[config.mk]
export PLATFORM = sky130hd
export DESIGN_NAME = bvse_interp
export DESIGN_NICKNAME = d
export VERILOG_FILES = /design/src/rtl/bvse_pkg.sv /design/src/rtl/bvse_interp.sv
export SDC_FILE = /design/constraint.sdc
export NUM_CORES = 1
export LEC_CHECK = 0
export BUFFER_PORTS_ARGS = -buffer_cell sky130_fd_sc_hd__buf_2
export CAP_MARGIN = 40
export CORE_MARGIN = 4
export CORE_UTILIZATION = 50
export CTS_CLUSTER_SIZE = 16
export DETAILED_ROUTE_END_ITERATION = 10
export PLACE_DENSITY_LB_ADDON = 0.3
export SLEW_MARGIN = 20
export SYNTH_ARGS = -nofsm -noshare
export SYNTH_HDL_FRONTEND = slang
export SYNTH_SLANG_ARGS = --single-unit
[constraint.sdc]
create_clock -name clk -period 9.01 [get_ports clk]
set_input_delay 0.4505 -clock clk [delete_from_list [all_inputs] [get_ports clk]]
set_output_delay 0.4505 -clock clk [all_outputs]
set_load 0.1 [all_outputs]
[src/rtl/bvse_pkg.sv]
package bvse_pkg;

    // field widths
    localparam int ADC_W = 15;
    localparam int CHG_W = 2;
    localparam int UV_W  = 23;
    localparam int PCT_W = 7;
    localparam int LVL_W = 2;
    localparam int STS_W = 2;

    // configuration port
    localparam int CFG_IDX_W = 1;
    localparam int CFG_W     = 7;
    localparam logic [CFG_IDX_W-1:0] CFG_LOW_THRESHOLD  = 1'd0;
    localparam logic [CFG_IDX_W-1:0] CFG_CRIT_THRESHOLD = 1'd1;
    localparam logic [CFG_W-1:0] LOW_THRESHOLD_RST  = 7'd15;
    localparam logic [CFG_W-1:0] CRIT_THRESHOLD_RST = 7'd5;

    // code * 5400000 / 32768 == code * 84375 / 512
    localparam int SCALE_K_W   = 17;
    localparam logic [SCALE_K_W-1:0] SCALE_K = 17'd84375;
    localparam int SCALE_SHIFT = 9;
    localparam int ACC_W       = SCALE_K_W + 1;
    localparam int PROD_W      = ACC_W + ADC_W;
    localparam int MUL_CNT_W   = $clog2(ADC_W);

    // smoothing: (old * 3 + new) / 4
    localparam int SMOOTH_SHIFT = 2;
    localparam int SMOOTH_W     = UV_W + SMOOTH_SHIFT;

    // open-circuit-voltage curve
    localparam int OCV_POINTS = 15;
    localparam int IDX_W      = $clog2(OCV_POINTS);
    localparam int OFF_W      = 17;
    localparam int DP_W       = 4;
    localparam int NUM_W      = OFF_W + DP_W;
    localparam int Q_W        = 4;
    localparam int DIV_CNT_W  = $clog2(Q_W);
    localparam logic [PCT_W-1:0] PCT_FULL  = 7'd100;
    localparam logic [PCT_W-1:0] PCT_EMPTY = 7'd0;

    // charger state codes
    localparam logic [CHG_W-1:0] CHG_OFFLINE = 2'd1;
    localparam logic [CHG_W-1:0] CHG_ONLINE  = 2'd2;

    typedef enum logic [LVL_W-1:0] {
        LVL_FULL     = 2'd0,
        LVL_NORMAL   = 2'd1,
        LVL_LOW      = 2'd2,
        LVL_CRITICAL = 2'd3
    } level_t;

    typedef enum logic [STS_W-1:0] {
        STS_UNKNOWN     = 2'd0,
        STS_DISCHARGING = 2'd1,
        STS_CHARGING    = 2'd2,
        STS_FULL        = 2'd3
    } status_t;

    function automatic logic [UV_W-1:0] ocv_uv(input logic [IDX_W-1:0] idx);
        logic [UV_W-1:0] v;
        case (idx)
            4'd0:    v = 23'd4350000;
            4'd1:    v = 23'd4250000;
            4'd2:    v = 23'd4150000;
            4'd3:    v = 23'd4060000;
            4'd4:    v = 23'd3980000;
            4'd5:    v = 23'd3920000;
            4'd6:    v = 23'd3870000;
            4'd7:    v = 23'd3830000;
            4'd8:    v = 23'd3790000;
            4'd9:    v = 23'd3750000;
            4'd10:   v = 23'd3700000;
            4'd11:   v = 23'd3650000;
            4'd12:   v = 23'd3600000;
            4'd13:   v = 23'd3500000;
            4'd14:   v = 23'd3400000;
            default: v = 23'd3400000;
        endcase
        return v;
    endfunction

    function automatic logic [PCT_W-1:0] ocv_pct(input logic [IDX_W-1:0] idx);
        logic [PCT_W-1:0] p;
        case (idx)
            4'd0:    p = 7'd100;
            4'd1:    p = 7'd93;
            4'd2:    p = 7'd85;
            4'd3:    p = 7'd75;
            4'd4:    p = 7'd65;
            4'd5:    p = 7'd55;
            4'd6:    p = 7'd45;
            4'd7:    p = 7'd35;
            4'd8:    p = 7'd25;
            4'd9:    p = 7'd17;
            4'd10:   p = 7'd11;
            4'd11:   p = 7'd7;
            4'd12:   p = 7'd4;
            4'd13:   p = 7'd1;
            4'd14:   p = 7'd0;
            default: p = 7'd0;
        endcase
        return p;
    endfunction

endpackage

[src/rtl/bvse_interp.sv]
module bvse_interp import bvse_pkg::*;
(
    input  logic             clk,
    input  logic             rst_n,
    input  logic             start,
    input  logic [UV_W-1:0]  uv,
    output logic             done,
    output logic [PCT_W-1:0] capacity
);

    typedef enum logic [3:0] {
        I_IDLE   = 4'b0001,
        I_SEARCH = 4'b0010,
        I_MUL    = 4'b0100,
        I_DIV    = 4'b1000
    } istate_t;

    istate_t               state_reg;
    logic [IDX_W-1:0]      idx_reg;
    logic [DIV_CNT_W-1:0]  cnt_reg;
    logic [UV_W-1:0]       uv_reg;
    logic [OFF_W-1:0]      span_reg;
    logic [NUM_W-1:0]      rem_reg;
    logic [Q_W-1:0]        q_reg;
    logic [PCT_W-1:0]      cap_reg;
    logic                  done_reg;

    logic [IDX_W-1:0]      idx_prev;
    logic [UV_W-1:0]       off_full;
    logic [UV_W-1:0]       span_full;
    logic [PCT_W-1:0]      dp_full;
    logic [NUM_W-1:0]      sub;
    logic                  ge;

    assign idx_prev  = idx_reg - IDX_W'(1);
    assign off_full  = uv_reg - ocv_uv(idx_reg);
    assign span_full = ocv_uv(idx_prev) - ocv_uv(idx_reg);
    assign dp_full   = ocv_pct(idx_prev) - ocv_pct(idx_reg);
    // restoring divide, one quotient bit a cycle, msb first
    assign sub       = NUM_W'(span_reg) << cnt_reg;
    assign ge        = rem_reg >= sub;

    always_ff @(posedge clk or negedge rst_n)
    begin
        if (!rst_n)
        begin
            state_reg <= I_IDLE;
            done_reg  <= 1'b0;
        end
        else
        begin
            done_reg <= 1'b0;
            case (state_reg)
                I_IDLE:
                begin
                    if (start)
                    begin
                        uv_reg  <= uv;
                        idx_reg <= IDX_W'(1);
                        if (uv >= ocv_uv(IDX_W'(0)))
                        begin
                            cap_reg  <= PCT_FULL;
                            done_reg <= 1'b1;
                        end
                        else
                        begin
                            state_reg <= I_SEARCH;
                        end
                    end
                end
                I_SEARCH:
                begin
                    if (uv_reg >= ocv_uv(idx_reg))
                    begin
                        state_reg <= I_MUL;
                    end
                    else if (idx_reg == IDX_W'(OCV_POINTS - 1))
                    begin
                        cap_reg   <= PCT_EMPTY;
                        done_reg  <= 1'b1;
                        state_reg <= I_IDLE;
                    end
                    else
                    begin
                        idx_reg <= idx_reg + IDX_W'(1);
                    end
                end
                I_MUL:
                begin
                    rem_reg   <= NUM_W'(off_full[OFF_W-1:0]) * NUM_W'(dp_full[DP_W-1:0]);
                    span_reg  <= span_full[OFF_W-1:0];
                    cnt_reg   <= DIV_CNT_W'(Q_W - 1);
                    state_reg <= I_DIV;
                end
                I_DIV:
                begin
                    q_reg <= {q_reg[Q_W-2:0], ge};
                    if (ge)
                    begin
                        rem_reg <= rem_reg - sub;
                    end
                    cnt_reg <= cnt_reg - DIV_CNT_W'(1);
                    if (cnt_reg == DIV_CNT_W'(0))
                    begin
                        cap_reg   <= ocv_pct(idx_reg) + PCT_W'({q_reg[Q_W-2:0], ge});
                        done_reg  <= 1'b1;
                        state_reg <= I_IDLE;
                    end
                end
                default:
                begin
                    state_reg <= I_IDLE;
                end
            endcase
        end
    end

    assign done     = done_reg;
    assign capacity = cap_reg;

endmodule

==> out/results.ini, run 1 <==
[sta]
relSlewSlack = 0.416
finalMaxSlewViolations = 0
min_period_ns = 7.26
worst_pin_slew_ns = 0.877
fmax_mhz = 138
tns_ns = 0
setup_violations = 0
rsz0062_at_grt = no
finClkSkew_ns = 0.0101
period_share = 0.806
hold_viol = 0

[die]
dieArea_um2 = 20900
initial_core_util = 0.514
io_pins = 34
rows = 49
coreArea_um2 = 18100
die_w_um = 145
die-height_um = 145

[synthesis]
ys_warn_count = 0
syn_area_um2 = 9330
syn-num-nets = 1212
ys.flop_type = edfxtp_1
yosysTopAreaCell = edfxtp_1
syn_avg_cell_area_um2 = 8.83
synthTopCellsByArea = edfxtp_1 23%, ha_1 13%, fa_1 7.3%
synthCells = 1057
yosys.area.top_type_share = 0.235
ys_ff_latch = 103
synth_cell_type_count = 80
yosysSeqAreaShare = 0.302
synth_edf_count = 73
ys_async_sr_fraction = 0.0485

[layout]
drive_above_1_share = 0.0954
nets = 1230
area_growth_pct = 7.35
antenna_cells = 0
fin_util = 0.552
final_cell_area_um2 = 10000

[routing]
post_drt_wl_per_cell_um = 16.1
wirelength_mm = 21.0
num_vias = 7285
ant_nets = 0
drc = 0
vias_per_cell = 5.57
drt_iter0_markers = 663
dr.pass1.iters = 5

[setup_path]
cp-start-kind = register
startpoint = idx_reg[0]$_DFFE_PP_
crit_fanout = 22
rrSetupSlack_ns = 1.75
cp-endpoint = rem_reg[14]$_DFFE_PP_
r2r-end = rem_reg[14]$_DFFE_PP_
crit_path_end_kind = register
reg2regPathDepth = 26
arrival_ns = 7.37
crit_type = register to register
cp.required_ns = 9.12
r2r_start = idx_reg[0]$_DFFE_PP_

[clock_network]
cts_tree = yes
clk_pin_slew_ns = 0.07
cts_root_buf = clkbuf_16
clkSinkCount = 103
numCtsBuffers = 9
cts_max_path_buffers = 2
htree_levels = 3
clk_latency_ns = 0.36

[global_route]
grt_pass1_vias = 6653
gr-total-overflow = 0
antenna_found_initial = 0
grt_pass1_wl_mm = 34.3
track_usage = 0.209
grt_start_max_net_pins = 31

[pwr]
power_leakage_nw = 4.36
p_per_area_nw_per_um2 = 343
vdd_drop_max_mv = 0.229
fin_total_pwr_mw = 3.44

[outcome]
status = completed

[placement]
post_dp_cell_area_um2 = 9710
dp_hpwl_mm = 16.8
port_buffers = 33
gp_congestion = 0.951

[run]
maxCapViolations = 0

[min_path]
hp-class = primary input to register

-- through the flow --
stage | worst slack [ns] | instances | hold slack (ns)
2_1_floorplan | 2.41 | 1057 | 0.155
3_3_place_gp | 2.04 | 1289 | 0.316
3_5_place_dp | 1.87 | 1292 | 0.319
4_1_cts | 1.84 | 1309 | 0.259
5_1_grt | 1.11 | 1309 | 0.263
6_report | 1.75 | 1309 | 0.265
-- critical path: stages (launching register included) --
cell       delay (ns)
edfxtp_1         0.83
inv_1            0.33
ha_1             0.38
xor2_1           0.52
nand2_1          0.15
o22ai_1          0.23
ha_1             0.27
a21o_1           0.15
a21oi_1          0.17
xnor2_1          0.15
xor2_1           0.16
buf_4            0.24
nor2_1           0.09
fa_1             0.53
inv_1            0.05
fa_1             0.52
inv_1            0.04
ha_1             0.32
nor2b_1          0.14
o21ai_0          0.18
a21boi_0         0.17
o31a_1           0.33
o21a_1           0.21
a2111oi_0        0.43
nor3_1           0.13
xnor2_1          0.16
mux2i_1          0.08
-- Yosys cell counts, drive strengths merged, types with 10 or more instances --
master  count
fa         34
clkbuf     26
nor3       24
o21ai      54
or2        14
mux2i      10
a21oi      89
buf        10
a211oi     11
ha         95
o21bai     10
inv       132
nand3      20
xor2       24
a21o       16
nor2b      15
edfxtp     73
nor2      131
dfxtp      25
o22ai      10
nand2      54
xnor2      38
nand2b     16
-- area by class of cell --
class	instances	area (um^2)
clock buffers	9	225
clock inverters	7	72.6
fillers	1642	8130
inverters	132	495
multi-input cells	786	5870
flip-flops and latches	103	2820
well taps	229	287
repair buffers	43	254
-- cells by family after synthesis --
| family | synth area share |
|---|---|
| AOI/OAI and AO/OA | 0.175 |
| xor gates and xnor gates | 0.0582 |
| adders and majority gates | 0.201 |
| buffers and inverters | 0.0706 |
| DFF | 0.302 |
| muxes | 0.0276 |
| and+or+nand+nor | 0.165 |
-- power breakdown --
group / internal [mW] / total (mW) / switching [mW]
Clock: 0.196 / 0.390 / 0.194
Combinational: 0.985 / 2.36 / 1.38
Sequential: 0.658 / 0.682 / 0.0242
Total: 1.84 / 3.44 / 1.60
-- repair_timing --
item | in CTS | in global routing
gates resized for setup | 0 | 0
hold endpoints to repair | 4 | 0
endpoints found under the setup margin | 0 | 0
setup buffers | 0 | 0
hold buffers | 1 | 0
-- cell usage in the layout, fill, tap and decap left out, types with 7 or more instances in the layout --
master / n
xnor2_1: 38
nand2_1: 54
ha_1: 95
a211oi_1: 9
o22ai_1: 10
nor2_1: 128
or3_1: 8
a31o_2: 7
a21oi_1: 85
a31oi_1: 7
or2_2: 12
clkbuf_16: 9
a21o_1: 16
o21a_1: 9
nand3_1: 20
buf_2: 33
buf_4: 7
mux2i_1: 10
xor2_1: 24
and2_1: 9
fa_1: 34
nor3_1: 23
inv_1: 131
o21ai_0: 50
o21bai_1: 10
edfxtp_1: 73
nor2b_1: 15
dfxtp_1: 25
nand2b_1: 16
-- how the worst min path moves through the flow --
stage                     cells past startpoint                  endpoint  slack, ns  start
after global routing                          1       uv_reg[1]$_DFFE_PP_       0.26  uv[1]
after detailed placement                      1  state_reg[2]$_DFFE_PN0P_       0.32  rst_n
final                                         1       uv_reg[2]$_DFFE_PP_       0.26  uv[2]
after CTS                                     1       uv_reg[1]$_DFFE_PP_       0.26  uv[1]
after global placement                        1  state_reg[2]$_DFFE_PN0P_       0.32  rst_n
after floorplan                               0            done$_DFF_PN0_       0.15  rst_n
-- routing by layer --
layer | global-route usage | vias to the layer above | wire, um
met4 | 0.0663 | 0 | 420
met1 | 0.301 | 3349 | 10000
met2 | 0.318 | 193 | 9430
met3 | 0.0417 | 28 | 1150
met5 | 0 | - | 0
li1 | - | 3715 | -
Note: power is estimated with default switching activity, not from simulation.
==> run 2: changes to the inputs <==
==> constraint.sdc (replaced) <==
create_clock -name clk -period 6.6 [get_ports clk]
set_input_delay 0.33 -clock clk [delete_from_list [all_inputs] [get_ports clk]]
set_output_delay 0.33 -clock clk [all_outputs]
set_load 0.1 [all_outputs]
==> out/results.ini, run 2 (same netlist as run 1, synthesis figures left out) <==
[outcome]
status = completed

[routing]
ant_nets = 0  ; unchanged
num_vias = 7519  ; +3.2%
dr.pass1.iters = 5  ; unchanged
wirelength_mm = 22.1  ; +5.0%
drc = 0  ; unchanged
vias_per_cell = 5.69  ; +2.2%
post_drt_wl_per_cell_um = 16.7  ; +4.0%
drt_iter0_markers = 544  ; -18%

[sta]
finalMaxSlewViolations = 0  ; unchanged
min_period_ns = 6.03  ; -1.23 ns
worst_hold_slack_ns = 0.136  ; -0.129 ns
relSlewSlack = 0.437  ; +0.0212
setup_violations = 0  ; unchanged
worst_pin_slew_ns = 0.845  ; -0.0318 ns
hold_viol = 0  ; unchanged
tns_ns = 0  ; unchanged
finClkSkew_ns = 0.00737  ; -0.00269 ns
rsz0062_at_grt = no
period_share = 0.913  ; +0.107
fmax_mhz = 166  ; +20%

[pwr]
fin_total_pwr_mw = 4.77  ; +39%
p_per_area_nw_per_um2 = 471  ; +37%
p_switching_mw = 2.23  ; +40%
power_leakage_nw = 4.43  ; +1.6%
p_sw_frac = 0.468  ; +0.00323
pwr-share-comb = 0.690  ; +0.002
power_frac_seq = 0.194  ; -0.004
vdd_drop_max_mv = 0.370  ; +62%
power.internal_mw = 2.54  ; +38%
p_clk_frac = 0.116  ; +0.003

[setup_path]
crit_type = register to register
crit_slowest_cell = fa_1
crit_path_end_kind = register
rrSetupSlack_ns = 0.57  ; -1.18 ns
cp_slowest_stage_delay_ns = 0.56  ; -0.27 ns
cp-start-kind = register
cp.required_ns = 6.71  ; -2.41 ns
crit_fanout = 15  ; -32%
arrival_ns = 6.14  ; -1.23 ns

[layout]
area_growth_pct = 8.67
final_common_cell = inv_1
fin_util = 0.559  ; +0.00683
fillCellCount = 1650  ; +0.49%
nets = 1242  ; +0.98%
drive_above_1_share = 0.110  ; +0.0145
mostFrequentLayoutCells = 130 x inv_1, 128 x nor2_1, 94 x ha_1

[placement]
port_buffers = 33  ; unchanged
gp_congestion = 0.926  ; -2.6%
dp_hpwl_mm = 17.8  ; +5.5%

[clock_network]
cts_root_buf = clkbuf_16
clkSinkCount = 103  ; unchanged
cts_max_path_buffers = 2  ; unchanged
numCtsBuffers = 9  ; unchanged
clk_latency_ns = 0.37  ; about the same
cts_setup_buffers = 0  ; unchanged
clk_pin_slew_ns = 0.08  ; about the same
cts_tree = yes
htree_levels = 3  ; unchanged

[die]
initial_core_util = 0.514  ; unchanged
die-height_um = 145  ; unchanged
die_w_um = 145  ; unchanged
rows = 49  ; unchanged
dieArea_um2 = 20900  ; unchanged
io_pins = 34  ; unchanged
coreArea_um2 = 18100  ; unchanged

[global_route]
grt_start_max_net_pins = 31  ; unchanged
gr-total-overflow = 0  ; unchanged
grt_pass1_wl_mm = 36.0  ; +4.9%
grt_pass1_vias = 7062  ; +6.1%
antenna_found_initial = 0  ; unchanged
track_usage = 0.221  ; +0.0124

[min_path]
hp-class = primary input to register

[run]
maxCapViolations = 0  ; unchanged

run 2: cell count changes in the layout (fill, tap and decap cells not counted), sizes merged:
cell / change
buf: +12
clkinv: -1
inv: +1
diode: +1
run 2: path summary, 6_finish.rpt:
| check | endpoint | from | depth (start not counted) |
|---|---|---|---|
| worst max-delay path | rem_reg[14]$_DFFE_PP_ | idx_reg[1]$_DFFE_PP_ | 27 |
| worst min-delay path | uv_reg[3]$_DFFE_PP_ | uv[3] | 1 |
| worst max register to register | rem_reg[14]$_DFFE_PP_ | idx_reg[1]$_DFFE_PP_ | 27 |
| worst min register to register | q_reg[2]$_DFFE_PP_ | q_reg[1]$_DFFE_PP_ | 0 |
| max in group asynchronous | state_reg[0]$_DFFE_PN1P_ | rst_n | 2 |
| min in group asynchronous | state_reg[2]$_DFFE_PN0P_ | rst_n | 2 |
run 2: timing repair:
item	CTS	global route
endpoints found under the hold margin	4	0
resized for setup	0	6
endpoints found under the setup margin	0	5
hold buffers	1	0
run 2: per-layer routing:
metal  GRT usage  vias to the layer above  part of all wire
li1            -                     3751                 -
met1       0.309                     3493              0.46
met2       0.345                      242              0.45
met3      0.0489                       33             0.066
met4      0.0677                        0             0.021
met5           0                        -                 0
run 2: metrics by stage:
step	instance area, um^2	std cells	setup WS [ns]
after floorplan	9330	1057	0.00110
after global placement	9750	1299	0.589
after detailed placement	9800	1304	0.419
after CTS	10100	1321	0.392
after global routing	10100	1321	0.0408
final	10100	1322	0.575
run 2: final cells by class:
type                    instances  area, um^2  area share
diodes                          1        2.50    0.000247
flip-flops and latches        103        2820       0.278
repair buffers                 55         345      0.0340
multi-input cells             786        5890       0.580
inverters                     132         495      0.0488
clock inverters                 7        82.6     0.00814
well taps                     229         287      0.0282
clock buffers                   9         225      0.0222
run 2: power groups by stage:
stage               combinational, mW  clock (mW)  sequential, mW
floorplan                        2.53           0           0.945
global placement                 3.21           0           0.940
detailed placement               3.25           0           0.941
CTS                              3.28       0.565           0.926
global route                     3.76       0.596           0.931
finish                           3.29       0.555           0.926
run 2: worst max-delay path: cells and delay by family (launching register included):
kind,cells,cell delay [ns]
simple gates,5,0.73
buf+inv,5,0.62
fa+ha+maj,5,2.17
xor+xnor,3,0.41
mux,1,0.07
compound gates,8,1.33
flops,1,0.42
==> run 3: changes to the inputs <==
--- a/config.mk
+++ b/config.mk
@@ -7,6 +7,7 @@
 export LEC_CHECK = 0
 export BUFFER_PORTS_ARGS = -buffer_cell sky130_fd_sc_hd__buf_2
 export CAP_MARGIN = 40
+export CORE_ASPECT_RATIO = 2
 export CORE_MARGIN = 4
 export CORE_UTILIZATION = 50
 export CTS_CLUSTER_SIZE = 16
==> out/results.ini, run 3 (same netlist as run 1, synthesis figures left out) <==
[sta]
finClkSkew_ns = 0.0105  ; +0.00310 ns
tns_ns = 0  ; unchanged
setup_violations = 0  ; unchanged
finalMaxSlewViolations = 0  ; unchanged
rsz0062_at_grt = no
fmax_mhz = 161  ; -2.8%
relSlewSlack = 0.370  ; -0.0672
period_share = 0.939  ; +0.0262
min_period_ns = 6.20  ; +0.173 ns
worst_pin_slew_ns = 0.946  ; +0.101 ns
hold_viol = 0  ; unchanged

[die]
io_pins = 34  ; unchanged
die_w_um = 105  ; -28%
rows = 70  ; +43%
coreArea_um2 = 18300  ; +0.87%
dieArea_um2 = 21100  ; +0.63%
die-height_um = 201  ; +39%
initial_core_util = 0.510  ; -0.00443

[run]
maxCapViolations = 0  ; unchanged

[placement]
gp_congestion = 0.950  ; +2.6%
dp_hpwl_mm = 21.1  ; +19%
port_buffers = 33  ; unchanged

[setup_path]
arrival_ns = 6.31  ; +0.17 ns
crit_path_end_kind = register
r2r_start = idx_reg[1]$_DFFE_PP_
rrSetupSlack_ns = 0.40  ; -0.17 ns
crit_type = register to register
cp.required_ns = 6.71  ; about the same
cp-start-kind = register
startpoint = idx_reg[1]$_DFFE_PP_
crit_fanout = 8  ; -7

[pwr]
power_leakage_nw = 4.47  ; +0.74%
vdd_drop_max_mv = 0.258  ; -30%
fin_total_pwr_mw = 4.84  ; +1.3%
p_per_area_nw_per_um2 = 476  ; +1.1%

[clock_network]
clkSinkCount = 103  ; unchanged
cts_root_buf = clkbuf_16
cts_tree = yes
cts_max_path_buffers = 2  ; unchanged
clk_latency_ns = 0.36  ; about the same
numCtsBuffers = 9  ; unchanged
cts_setup_buffers = 0  ; unchanged
htree_levels = 3  ; unchanged
clk_pin_slew_ns = 0.08  ; about the same

[layout]
final_common_cell = inv_1
nets = 1248  ; +0.48%
multi_input_area_um2 = 5880  ; about the same
drive_above_1_share = 0.114  ; +0.00395
mostFrequentLayoutCells = 130 x inv_1, 128 x nor2_1, 94 x ha_1
area_growth_pct = 8.90
ff_latch_area_um2 = 2820  ; unchanged
fillCellCount = 1664  ; +0.85%

[routing]
num_vias = 7604  ; +1.1%
vias_per_cell = 5.78  ; +1.7%
post_drt_wl_per_cell_um = 19.2  ; +15%
ant_nets = 0  ; unchanged
dr.pass1.iters = 4  ; -1
drc = 0  ; unchanged
wirelength_mm = 25.3  ; +15%
drt_iter0_markers = 291  ; -47%

[min_path]
hp-class = primary input to register
hold_start = uv[0]

[global_route]
grt_pass1_vias = 7869  ; +11%
antenna_found_initial = 0  ; unchanged
gr-total-overflow = 0  ; unchanged
grt_start_max_net_pins = 31  ; unchanged
grt_pass1_wl_mm = 40.1  ; +11%
track_usage = 0.245  ; +0.0242

[outcome]
status = completed

-- run 3: repair_timing --
item | in CTS | in global routing
setup endpoints to repair | 0 | 7
hold buffers | 1 | 0
hold endpoints to repair | 4 | 0
gates resized for setup | 0 | 5
-- run 3: path summary, 6_finish.rpt --
kind | to | depth (start not counted)
max | rem_reg[19]$_DFFE_PP_ | 27
max in group asynchronous | state_reg[0]$_DFFE_PN1P_ | 2
min reg2reg | q_reg[2]$_DFFE_PP_ | 0
min | uv_reg[0]$_DFFE_PP_ | 1
min in group asynchronous | state_reg[2]$_DFFE_PN0P_ | 2
max reg2reg | rem_reg[19]$_DFFE_PP_ | 27
-- run 3: worst max-delay path, cell delays in order (launching register included) --
cell,delay [ns]
edfxtp_1,0.44
inv_1,0.12
ha_2,0.24
xnor2_1,0.42
nand3_1,0.17
o31ai_1,0.10
ha_1,0.23
inv_1,0.05
a21o_1,0.17
a21oi_1,0.17
xnor2_1,0.15
xor2_1,0.25
buf_4,0.22
buf_4,0.16
nor2_1,0.06
fa_1,0.53
inv_1,0.06
fa_1,0.52
inv_1,0.05
ha_1,0.31
o21ai_0,0.16
o21ai_0,0.27
a31o_2,0.20
a21oi_1,0.12
o211a_1,0.26
o31ai_1,0.29
xnor2_1,0.15
mux2i_1,0.08
-- run 3: routing by layer --
metal | part of all wire | track usage | vias up | wire, um
met3 | 0.028 | 0.0250 | 97 | 699
met1 | 0.33 | 0.224 | 3556 | 8320
met5 | 0 | 0 | - | 0
met4 | 0.095 | 0.201 | 0 | 2390
met2 | 0.55 | 0.475 | 204 | 13900
li1 | - | - | 3747 | -
-- run 3: area by class of cell --
type	instances	area share
timing repair buffer	61	0.0387
clock buffer	10	0.0235
multi-input combinational	786	0.579
clock inverter	6	0.00615
inverter	132	0.0487
sequential	103	0.277
tap	216	0.0266
antenna	1	0.000246
-- run 3: per-stage QoR --
stage          hold WS, ns  cell area (um^2)  instances  setup slack [ns]  utilization
6_report             0.141             10200       1315             0.402        0.555
5_1_grt              0.132             10200       1314            0.0141        0.555
4_1_cts              0.131             10100       1313             0.313        0.553
3_5_place_dp         0.176              9820       1296             0.305        0.536
3_3_place_gp         0.176              9790       1294             0.388        0.535
2_1_floorplan       0.0344              9330       1057           0.00110            -
-- run 3: report_power, final --
| group | switching (mW) | internal, mW |
|---|---|---|
| Sequential | 0.0332 | 0.898 |
| Clock | 0.266 | 0.277 |
| Combinational | 1.99 | 1.37 |
